File: config.mk
export PLATFORM = sky130hd
export DESIGN_NAME = apci_frame_extractor_core_flat
export DESIGN_NICKNAME = d
export VERILOG_FILES = /design/src/rtl/apci_fx_pkg.sv /design/src/rtl/apci_fx_if.sv /design/src/rtl/apci_fx_queue.sv /design/src/rtl/apci_fx_core.sv /design/src/rtl/apci_frame_extractor_core.sv /design/src/flat_wrapper.sv
export SDC_FILE = /design/constraint.sdc
export NUM_CORES = 1
export LEC_CHECK = 0
export BUFFER_PORTS_ARGS = -buffer_cell sky130_fd_sc_hd__buf_2
export CORE_UTILIZATION = 62
export DETAILED_ROUTE_END_ITERATION = 6
export PLACE_DENSITY = 0.81
export RECOVER_POWER = 25
export SLEW_MARGIN = 10
export SYNTH_ARGS = -nofsm -noshare
export SYNTH_HDL_FRONTEND = slang
export SYNTH_HIERARCHICAL = 1
export SYNTH_SLANG_ARGS = --single-unit
File: constraint.sdc
create_clock -name clk -period 4.34 [get_ports clk]
set_input_delay 0.868 -clock clk [delete_from_list [all_inputs] [get_ports clk]]
set_output_delay 0.868 -clock clk [all_outputs]
set_load 0.03 [all_outputs]
File: src/rtl/apci_fx_pkg.sv
// Shared types and constants for the APCI frame extractor.
`timescale 1ns / 1ps
`default_nettype none

package apci_fx_pkg;

  localparam int unsigned BYTE_W   = 8;
  localparam int unsigned OFFSET_W = 9;
  localparam int unsigned CFG_IDX_W = 1;

  localparam logic [BYTE_W-1:0] START_CODE_RESET = 8'd104;
  localparam logic [BYTE_W-1:0] MIN_LENGTH_RESET = 8'd4;

  // Register indexes on the configuration port
  localparam logic [CFG_IDX_W-1:0] REG_START_CODE = 1'd0;
  localparam logic [CFG_IDX_W-1:0] REG_MIN_LENGTH = 1'd1;

  // Result queue depth; must hold two results from one byte plus slack
  localparam int unsigned QUEUE_DEPTH = 4;

  typedef struct packed {
    logic [BYTE_W-1:0]   out_byte;
    logic [OFFSET_W-1:0] offset;
    logic                frame_first;
    logic                frame_last;
    logic                run_last;
  } res_t;

  typedef struct packed {
    logic first;   // write entry 0
    logic second;  // write entry 1 as well
  } push_t;

endpackage

`default_nettype wire

File: src/rtl/apci_fx_if.sv
// Byte and result channel interfaces of the APCI frame extractor.
`timescale 1ns / 1ps
`default_nettype none

interface apci_fx_rx_if;
  logic       valid;
  logic       ready;
  logic [7:0] rx_byte;

  modport source (output valid, output rx_byte, input ready);
  modport sink   (input valid, input rx_byte, output ready);
endinterface

interface apci_fx_res_if;
  logic       valid;
  logic       ready;
  logic [7:0] out_byte;
  logic [8:0] offset;
  logic       frame_first;
  logic       frame_last;
  logic       run_last;

  modport source (output valid, output out_byte, output offset, output frame_first,
                  output frame_last, output run_last, input ready);
  modport sink   (input valid, input out_byte, input offset, input frame_first,
                  input frame_last, input run_last, output ready);
endinterface

`default_nettype wire

File: src/rtl/apci_fx_queue.sv
// Small result queue taking up to two results per cycle and giving one when the head is taken.
`timescale 1ns / 1ps
`default_nettype none

module apci_fx_queue
  import apci_fx_pkg::*;
#(
  parameter int unsigned DEPTH = QUEUE_DEPTH
) (
  input  wire logic  clk,
  input  wire logic  rst,
  input  wire push_t push,
  input  wire res_t  entry0,
  input  wire res_t  entry1,
  output logic       room,
  output logic       head_valid,
  output res_t       head,
  input  wire logic  head_take
);

  localparam int unsigned PW = (DEPTH > 1) ? $clog2(DEPTH) : 1;
  localparam int unsigned CW = $clog2(DEPTH + 1);

  res_t            slots [DEPTH];
  logic [PW-1:0]   wr_ptr;
  logic [PW-1:0]   rd_ptr;
  logic [CW-1:0]   count;
  logic [PW-1:0]   wr_ptr_1;
  logic [PW-1:0]   wr_ptr_next;
  logic [CW-1:0]   count_next;
  logic            pop;

  function automatic logic [PW-1:0] ptr_inc(input logic [PW-1:0] p);
    ptr_inc = (p == PW'(DEPTH - 1)) ? '0 : p + PW'(1);
  endfunction

  assign pop        = head_valid && head_take;
  assign head_valid = (count != '0);
  assign head       = slots[rd_ptr];
  // room for the worst case of two results
  assign room       = (count <= CW'(DEPTH - 2));
  assign wr_ptr_1   = ptr_inc(wr_ptr);

  always_comb begin
    wr_ptr_next = wr_ptr;
    if (push.second) begin
      wr_ptr_next = ptr_inc(wr_ptr_1);
    end else if (push.first) begin
      wr_ptr_next = wr_ptr_1;
    end
    count_next = count + CW'(push.first) + CW'(push.second) - CW'(pop);
  end

  always_ff @(posedge clk) begin
    if (push.first) begin
      slots[wr_ptr] <= entry0;
    end
    if (push.second) begin
      slots[wr_ptr_1] <= entry1;
    end
  end

  always_ff @(posedge clk) begin
    if (rst) begin
      wr_ptr <= '0;
      rd_ptr <= '0;
      count  <= '0;
    end else begin
      wr_ptr <= wr_ptr_next;
      count  <= count_next;
      if (pop) begin
        rd_ptr <= ptr_inc(rd_ptr);
      end
    end
  end

  a_count_bound: assert property (@(posedge clk) disable iff (rst)
    count <= CW'(DEPTH))
    else $error("result queue overfilled");

  a_second_needs_first: assert property (@(posedge clk) disable iff (rst)
    push.second |-> push.first)
    else $error("second result pushed without the first");

  a_reset_empty: assert property (@(posedge clk)
    rst |=> (count == '0) && (wr_ptr == rd_ptr))
    else $error("queue not empty after reset");

endmodule

`default_nettype wire

File: src/rtl/apci_fx_core.sv
// Framing state machine of the APCI frame extractor.
`timescale 1ns / 1ps
`default_nettype none

module apci_fx_core
  import apci_fx_pkg::*;
(
  input  wire logic              clk,
  input  wire logic              rst,
  input  wire logic              take,
  input  wire logic [BYTE_W-1:0] rx_byte,
  input  wire logic [BYTE_W-1:0] start_code,
  input  wire logic [BYTE_W-1:0] min_length,
  output push_t                  push,
  output res_t                   entry0,
  output res_t                   entry1
);

  typedef enum logic [1:0] {
    PH_HUNT,
    PH_LEN,
    PH_BODY
  } phase_t;

  phase_t              phase;
  phase_t              phase_next;
  logic [BYTE_W-1:0]   bytes_left;
  logic [BYTE_W-1:0]   bytes_left_next;
  logic [OFFSET_W-1:0] position;
  logic [OFFSET_W-1:0] position_next;
  logic                is_start;
  logic                body_last;

  assign is_start  = (rx_byte == start_code);
  assign body_last = (bytes_left <= BYTE_W'(1));

  always_comb begin
    phase_next      = phase;
    bytes_left_next = bytes_left;
    position_next   = position;
    push            = '0;
    entry0          = '0;
    entry1          = '0;
    case (phase)
      PH_LEN: begin
        if (rx_byte < min_length) begin
          // rejected length may itself open a new frame
          phase_next = is_start ? PH_LEN : PH_HUNT;
        end else begin
          push.first         = 1'b1;
          push.second        = 1'b1;
          entry0.out_byte    = start_code;
          entry0.offset      = '0;
          entry0.frame_first = 1'b1;
          entry1.out_byte    = rx_byte;
          entry1.offset      = OFFSET_W'(1);
          entry1.frame_last  = (rx_byte == '0);
          entry1.run_last    = 1'b1;
          bytes_left_next    = rx_byte;
          position_next      = OFFSET_W'(2);
          phase_next         = (rx_byte == '0) ? PH_HUNT : PH_BODY;
        end
      end
      PH_BODY: begin
        push.first        = 1'b1;
        entry0.out_byte   = rx_byte;
        entry0.offset     = position;
        entry0.frame_last = body_last;
        entry0.run_last   = 1'b1;
        position_next     = position + OFFSET_W'(1);
        bytes_left_next   = (bytes_left == '0) ? '0 : bytes_left - BYTE_W'(1);
        if (body_last) begin
          phase_next = PH_HUNT;
        end
      end
      default: begin
        phase_next = is_start ? PH_LEN : PH_HUNT;
      end
    endcase
    if (!take) begin
      push = '0;
    end
  end

  always_ff @(posedge clk) begin
    if (rst) begin
      phase      <= PH_HUNT;
      bytes_left <= '0;
      position   <= '0;
    end else if (take) begin
      phase      <= phase_next;
      bytes_left <= bytes_left_next;
      position   <= position_next;
    end
  end

  a_body_has_bytes: assert property (@(posedge clk) disable iff (rst)
    (phase == PH_BODY) |-> (bytes_left != '0))
    else $error("in frame with no bytes left");

  a_pair_only_on_len: assert property (@(posedge clk) disable iff (rst)
    push.second |-> (phase == PH_LEN) && (rx_byte >= min_length))
    else $error("two results outside a good length byte");

  a_last_leaves_body: assert property (@(posedge clk) disable iff (rst)
    push.first && entry0.frame_last && (phase == PH_BODY) |=> (phase == PH_HUNT))
    else $error("frame end did not resume hunting");

endmodule

`default_nettype wire

File: src/rtl/apci_frame_extractor_core.sv
// Top level of the APCI frame extractor: config registers, framing, result queue.
//
//  channel  dir  payload                                          request when
//  rx       in   rx_byte[7:0]                                     valid && ready
//  res      out  out_byte, offset[8:0], frame_first/last, run_last valid && ready
//  cfg      in   cfg_index, cfg_data[7:0]                         cfg_we
//
// One byte is taken per cycle; its results enter the queue at that edge and can
// leave on the next. A good length byte yields two results, so the result side
// moves one per cycle and rx stalls while fewer than two queue slots are free.
// Reset empties the queue, resumes hunting and loads the register defaults.
// A stalled result side holds the head result; rx keeps going until fewer than
// two queue slots are free.
`timescale 1ns / 1ps
`default_nettype none

module apci_frame_extractor_core
  import apci_fx_pkg::*;
#(
  parameter int unsigned DEPTH = QUEUE_DEPTH
) (
  input  wire logic                 clk,
  input  wire logic                 rst,
  apci_fx_rx_if.sink                rx,
  apci_fx_res_if.source             res,
  input  wire logic                 cfg_we,
  input  wire logic [CFG_IDX_W-1:0] cfg_index,
  input  wire logic [BYTE_W-1:0]    cfg_data
);

  logic [BYTE_W-1:0] start_code;
  logic [BYTE_W-1:0] min_length;
  logic              room;
  logic              take;
  push_t             push;
  res_t              entry0;
  res_t              entry1;
  res_t              head;

  always_ff @(posedge clk) begin
    if (rst) begin
      start_code <= START_CODE_RESET;
      min_length <= MIN_LENGTH_RESET;
    end else if (cfg_we) begin
      case (cfg_index)
        REG_START_CODE: start_code <= cfg_data;
        REG_MIN_LENGTH: min_length <= cfg_data;
        default: ;
      endcase
    end
  end

  assign rx.ready = room;
  assign take     = rx.valid && room;

  apci_fx_core u_core (
    .clk        (clk),
    .rst        (rst),
    .take       (take),
    .rx_byte    (rx.rx_byte),
    .start_code (start_code),
    .min_length (min_length),
    .push       (push),
    .entry0     (entry0),
    .entry1     (entry1)
  );

  apci_fx_queue #(
    .DEPTH (DEPTH)
  ) u_queue (
    .clk        (clk),
    .rst        (rst),
    .push       (push),
    .entry0     (entry0),
    .entry1     (entry1),
    .room       (room),
    .head_valid (res.valid),
    .head       (head),
    .head_take  (res.ready)
  );

  assign res.out_byte    = head.out_byte;
  assign res.offset      = head.offset;
  assign res.frame_first = head.frame_first;
  assign res.frame_last  = head.frame_last;
  assign res.run_last    = head.run_last;

  a_first_at_zero: assert property (@(posedge clk) disable iff (rst)
    res.valid && res.frame_first |-> (res.offset == '0))
    else $error("start byte not at offset zero");

  a_open_run_is_start: assert property (@(posedge clk) disable iff (rst)
    res.valid && !res.run_last |-> res.frame_first)
    else $error("unfinished run on a byte other than the start byte");

endmodule

`default_nettype wire
File: src/flat_wrapper.sv
// flat-port wrapper written by rule: the top's interface ports become plain ports
module apci_frame_extractor_core_flat import apci_fx_pkg::*;
#(
  parameter int unsigned DEPTH = QUEUE_DEPTH
)
  (clk, rst, cfg_we, cfg_index, cfg_data, rx_valid, rx_rx_byte, rx_ready, res_valid, res_out_byte, res_offset, res_frame_first, res_frame_last, res_run_last, res_ready);
  apci_fx_rx_if rx_i ();
  apci_fx_res_if res_i ();
  input  wire logic clk;
  input  wire logic rst;
  input  wire logic cfg_we;
  input  wire logic [CFG_IDX_W-1:0] cfg_index;
  input  wire logic [BYTE_W-1:0] cfg_data;
  input wire logic [$bits(rx_i.valid)-1:0] rx_valid;
  input wire logic [$bits(rx_i.rx_byte)-1:0] rx_rx_byte;
  output wire logic [$bits(rx_i.ready)-1:0] rx_ready;
  output wire logic [$bits(res_i.valid)-1:0] res_valid;
  output wire logic [$bits(res_i.out_byte)-1:0] res_out_byte;
  output wire logic [$bits(res_i.offset)-1:0] res_offset;
  output wire logic [$bits(res_i.frame_first)-1:0] res_frame_first;
  output wire logic [$bits(res_i.frame_last)-1:0] res_frame_last;
  output wire logic [$bits(res_i.run_last)-1:0] res_run_last;
  input wire logic [$bits(res_i.ready)-1:0] res_ready;
  assign rx_i.valid = rx_valid;
  assign rx_i.rx_byte = rx_rx_byte;
  assign rx_ready = rx_i.ready;
  assign res_valid = res_i.valid;
  assign res_out_byte = res_i.out_byte;
  assign res_offset = res_i.offset;
  assign res_frame_first = res_i.frame_first;
  assign res_frame_last = res_i.frame_last;
  assign res_run_last = res_i.run_last;
  assign res_i.ready = res_ready;
  apci_frame_extractor_core #(.DEPTH(DEPTH)) u_core (.clk(clk), .rst(rst), .rx(rx_i), .res(res_i), .cfg_we(cfg_we), .cfg_index(cfg_index), .cfg_data(cfg_data));
endmodule
==> flow_metrics.tcl <==
set metrics [dict create \
    status "finished, violations left" \
    violations "max-capacitance violations, max-slew violations" \
    cts_sinks 124 \
    route.vias.total 4702 \
    antenna_found_initial 0 \
    first_pass_iters 5 \
    routed_wl_um 15880 \
    cts_root_buffer "clkbuf_16" \
    cap_viol_max_count 1 \
    p_per_area_mw_per_mm2 415.2 \
    rows 39 \
    post-dp-hpwl_um 10310 \
    final_common_cell "edfxtp_1" \
    netlist_instances 558 \
    die_y_um 110.3 \
    drive_gt1_frac 0.2958 \
    hold_path.class "reg2reg" \
    cp-endpoint "u_core/u_queue/slots[1][2]$_DFFE_PP_" \
    final_cell_mix "edfxtp_1 (80), mux2_4 (76), dfxtp_1 (44), inv_1 (29), nor2_1 (26)" \
    fp.dieW_um 110.3 \
    worstPathArrival_ns 3.94 \
    async_flop_share 0 \
    min_period_ns 3.842 \
    cts_setup_buffers 0 \
    finalSetupViolCount 0 \
    crit_start "rx_rx_byte[7]" \
    max_stage_delay_ns 0.82 \
    initial_core_util 0.6371 \
    preCtsSetupSlack_ns 0.2232 \
    ant_nets 0 \
    grt_max_degree 47 \
    synthDistinctLibCells 67 \
    area_delta_synth_final_pct 10.89 \
    fin_setup_tns_ns 0 \
    clock_path_buffers 2 \
    reg2reg_from "u_core/min_length[6]$_SDFFE_PP0P_" \
    start_kind "primary input" \
    fin_nets 644 \
    avgViaCountPerCell 6.228 \
    synth_enable_flop_cells 80 \
    multi_input_area_mm2 0.003603 \
    io_pins 44 \
    peakVddDrop_mv 0.4129 \
    finalCritPeriodShare 0.8852 \
    antennaDiodeCount 0 \
    grt_overflow_total 0 \
    reg2reg_slack_ns 0.76 \
    slowest_stage "nor3_2" \
    cp.required_ns 4.44 \
    cts_tree "done" \
    endpoint_kind "register" \
    nFillCells 776 \
    core_mm2 0.01142 \
    max_slew_margin -0.1830 \
    rsz0062_at_grt "no" \
    pwr-share-comb 0.160 \
    seqPwrFrac 0.391 \
    postSynthAreaPerCell_um2 13.04 \
    grt_pass1_vias 4758 \
    cts_htree_levels 4 \
    grt_pass1_wl_um 24940 \
    worst-path-max-fanout 21 \
    clkLatencyLatePin_ns 0.43 \
    routedWlPerCell_um 21.03 \
    port_buffers 43 \
    r2r_cells 9 \
    path_cells "clkbuf_1 -> ha_1 -> and4_1 -> o21ai_0 -> o21a_1 -> nor3_2 -> nand2_4 -> nand2_1 -> buf_4" \
    regArea_mm2 0.003283 \
    finalHoldViolations 0 \
    synth_ff_type "edfxtp_1" \
    drc_errors 0 \
    synth-seq-cells 124 \
    clock_power_share 0.449 \
    p_int_uw 2440 \
    initialDrtViolationCount 286 \
    p_sw_uw 909.6 \
    sw_frac_of_total 0.2716 \
    tightest_slew_ns 1.775 \
    cellLeakagePower_uw 0.003366 \
    reg2reg_to "u_core/u_queue/slots[1][2]$_DFFE_PP_" \
    setup_slack_ns 0.4983 \
    cts_made_buffers 17 \
    postCtsResizedCells 0 \
    die_area_mm2 0.01217 \
    worstHoldPathCells 2 \
    fin_skew_ns 0.007909 \
    gp_congestion 0.9383 \
    netlist_area_mm2 0.007274 \
    path_class "in2reg" \
    synth_seq_area_share 0.4513 \
    drv_slew 47 \
    fmax_mhz 260.3 \
    cts_hold_buffers 0 \
    cts.clk_slew.worst_paths_ns 0.06 \
    grt_usage 0.2814 \
    yosysWarnings 6 \
]
state kept, by name (all words and copies together) (netlist names), named ones only:
register / count
u_core/min_length: 8
u_core/u_core/phase: 2
u_core/u_queue/slots: 80
u_core/u_queue/rd_ptr: 2
u_core/start_code: 8
u_core/u_core/position: 9
u_core/u_core/bytes_left: 8
u_core/u_queue/wr_ptr: 2
u_core/u_queue/count: 3
metrics by stage:
step / cells / total power, µW / utilization / area [µm²] / hold slack, ns
2_1_floorplan: 566 / 1703 / - / 7305 / 0.4354
3_3_place_gp: 723 / 1874 / 0.6544 / 7472 / 0.4522
3_5_place_dp: 723 / 1888 / 0.6544 / 7472 / 0.4763
4_1_cts: 755 / 3382 / 0.7089 / 8094 / 0.4898
5_1_grt: 755 / 3471 / 0.7064 / 8066 / 0.5017
6_report: 755 / 3349 / 0.7064 / 8066 / 0.4870
power by group through the flow:
stage | combinational, µW | clock, µW | sequential (µW)
2_1_floorplan | 383 | 0 | 1320
3_3_place_gp | 540 | 0 | 1330
3_5_place_dp | 553 | 0 | 1340
4_1_cts | 555 | 1520 | 1310
5_1_grt | 589 | 1570 | 1320
6_report | 536 | 1500 | 1310
layer usage:
layer | global-route usage | wire length [µm] | up-vias | part of all wire
met5 | 0 | 0 | - | 0
met4 | 0.1062 | 348 | 0 | 0.022
li1 | - | - | 2169 | -
met1 | 0.3544 | 6760 | 2315 | 0.43
met2 | 0.4641 | 7782 | 185 | 0.49
met3 | 0.07407 | 987 | 33 | 0.062
worst max-delay path: cells and delay by family:
kind | cells | cell delay [ns]
AND/OR/NAND/NOR | 4 | 1.73
buffers and inverters | 2 | 0.48
adder cells (fa/ha/maj) | 1 | 0.36
AO/OA/AOI/OAI | 2 | 0.48
logic make-up (layout without fill, tap and decap cells):
| family | count (synthesis) | count (layout) | synth area share |
|---|---|---|---|
| compound gates | 89 | 89 | 0.09133 |
| fa+ha+maj | 23 | 23 | 0.04162 |
| other cells | 1 | 9 | 0.0005155 |
| buf+inv | 69 | 115 | 0.05813 |
| mux | 112 | 112 | 0.2415 |
| flops | 124 | 124 | 0.4513 |
| simple gates | 128 | 128 | 0.1011 |
| xor+xnor | 12 | 12 | 0.01445 |
Yosys cell counts (10+ instances only):
library cell / instances / area share
mux4_2: 20 / 0.062
o21ai_0: 13 / 0.0089
dfxtp_1: 44 / 0.12
nand2b_1: 14 / 0.012
a21oi_1: 20 / 0.014
mux2i_1: 12 / 0.017
inv_1: 29 / 0.015
buf_4: 12 / 0.012
edfxtp_1: 80 / 0.33
nand2_1: 20 / 0.010
ha_1: 21 / 0.036
and2_1: 10 / 0.0086
mux2_4: 76 / 0.16
nor2_1: 26 / 0.013
buf_6: 15 / 0.023
nor3_1: 10 / 0.0069
final cells by class:
class	count	share of cell area
clock buffers	17	0.05274
clock inverters	15	0.02435
inverters	29	0.01349
multi-input cells	373	0.4467
flip-flops and latches	124	0.4070
well taps	143	0.02218
repair buffers	54	0.03350
worst min path at each step:
stage | startpoint | to | slack, ns
5_1_grt | u_core/min_length[2]$_SDFFE_PP1P_ | u_core/min_length[2]$_SDFFE_PP1P_ | 0.50
6_report | u_core/min_length[1]$_SDFFE_PP0P_ | u_core/min_length[1]$_SDFFE_PP0P_ | 0.49
2_1_floorplan | u_core/min_length[2]$_SDFFE_PP1P_ | u_core/min_length[2]$_SDFFE_PP1P_ | 0.44
3_3_place_gp | u_core/min_length[2]$_SDFFE_PP1P_ | u_core/min_length[2]$_SDFFE_PP1P_ | 0.45
3_5_place_dp | u_core/min_length[2]$_SDFFE_PP1P_ | u_core/min_length[2]$_SDFFE_PP1P_ | 0.48
4_1_cts | u_core/min_length[2]$_SDFFE_PP1P_ | u_core/min_length[2]$_SDFFE_PP1P_ | 0.49
Note: power is estimated with default switching activity, not from simulation.
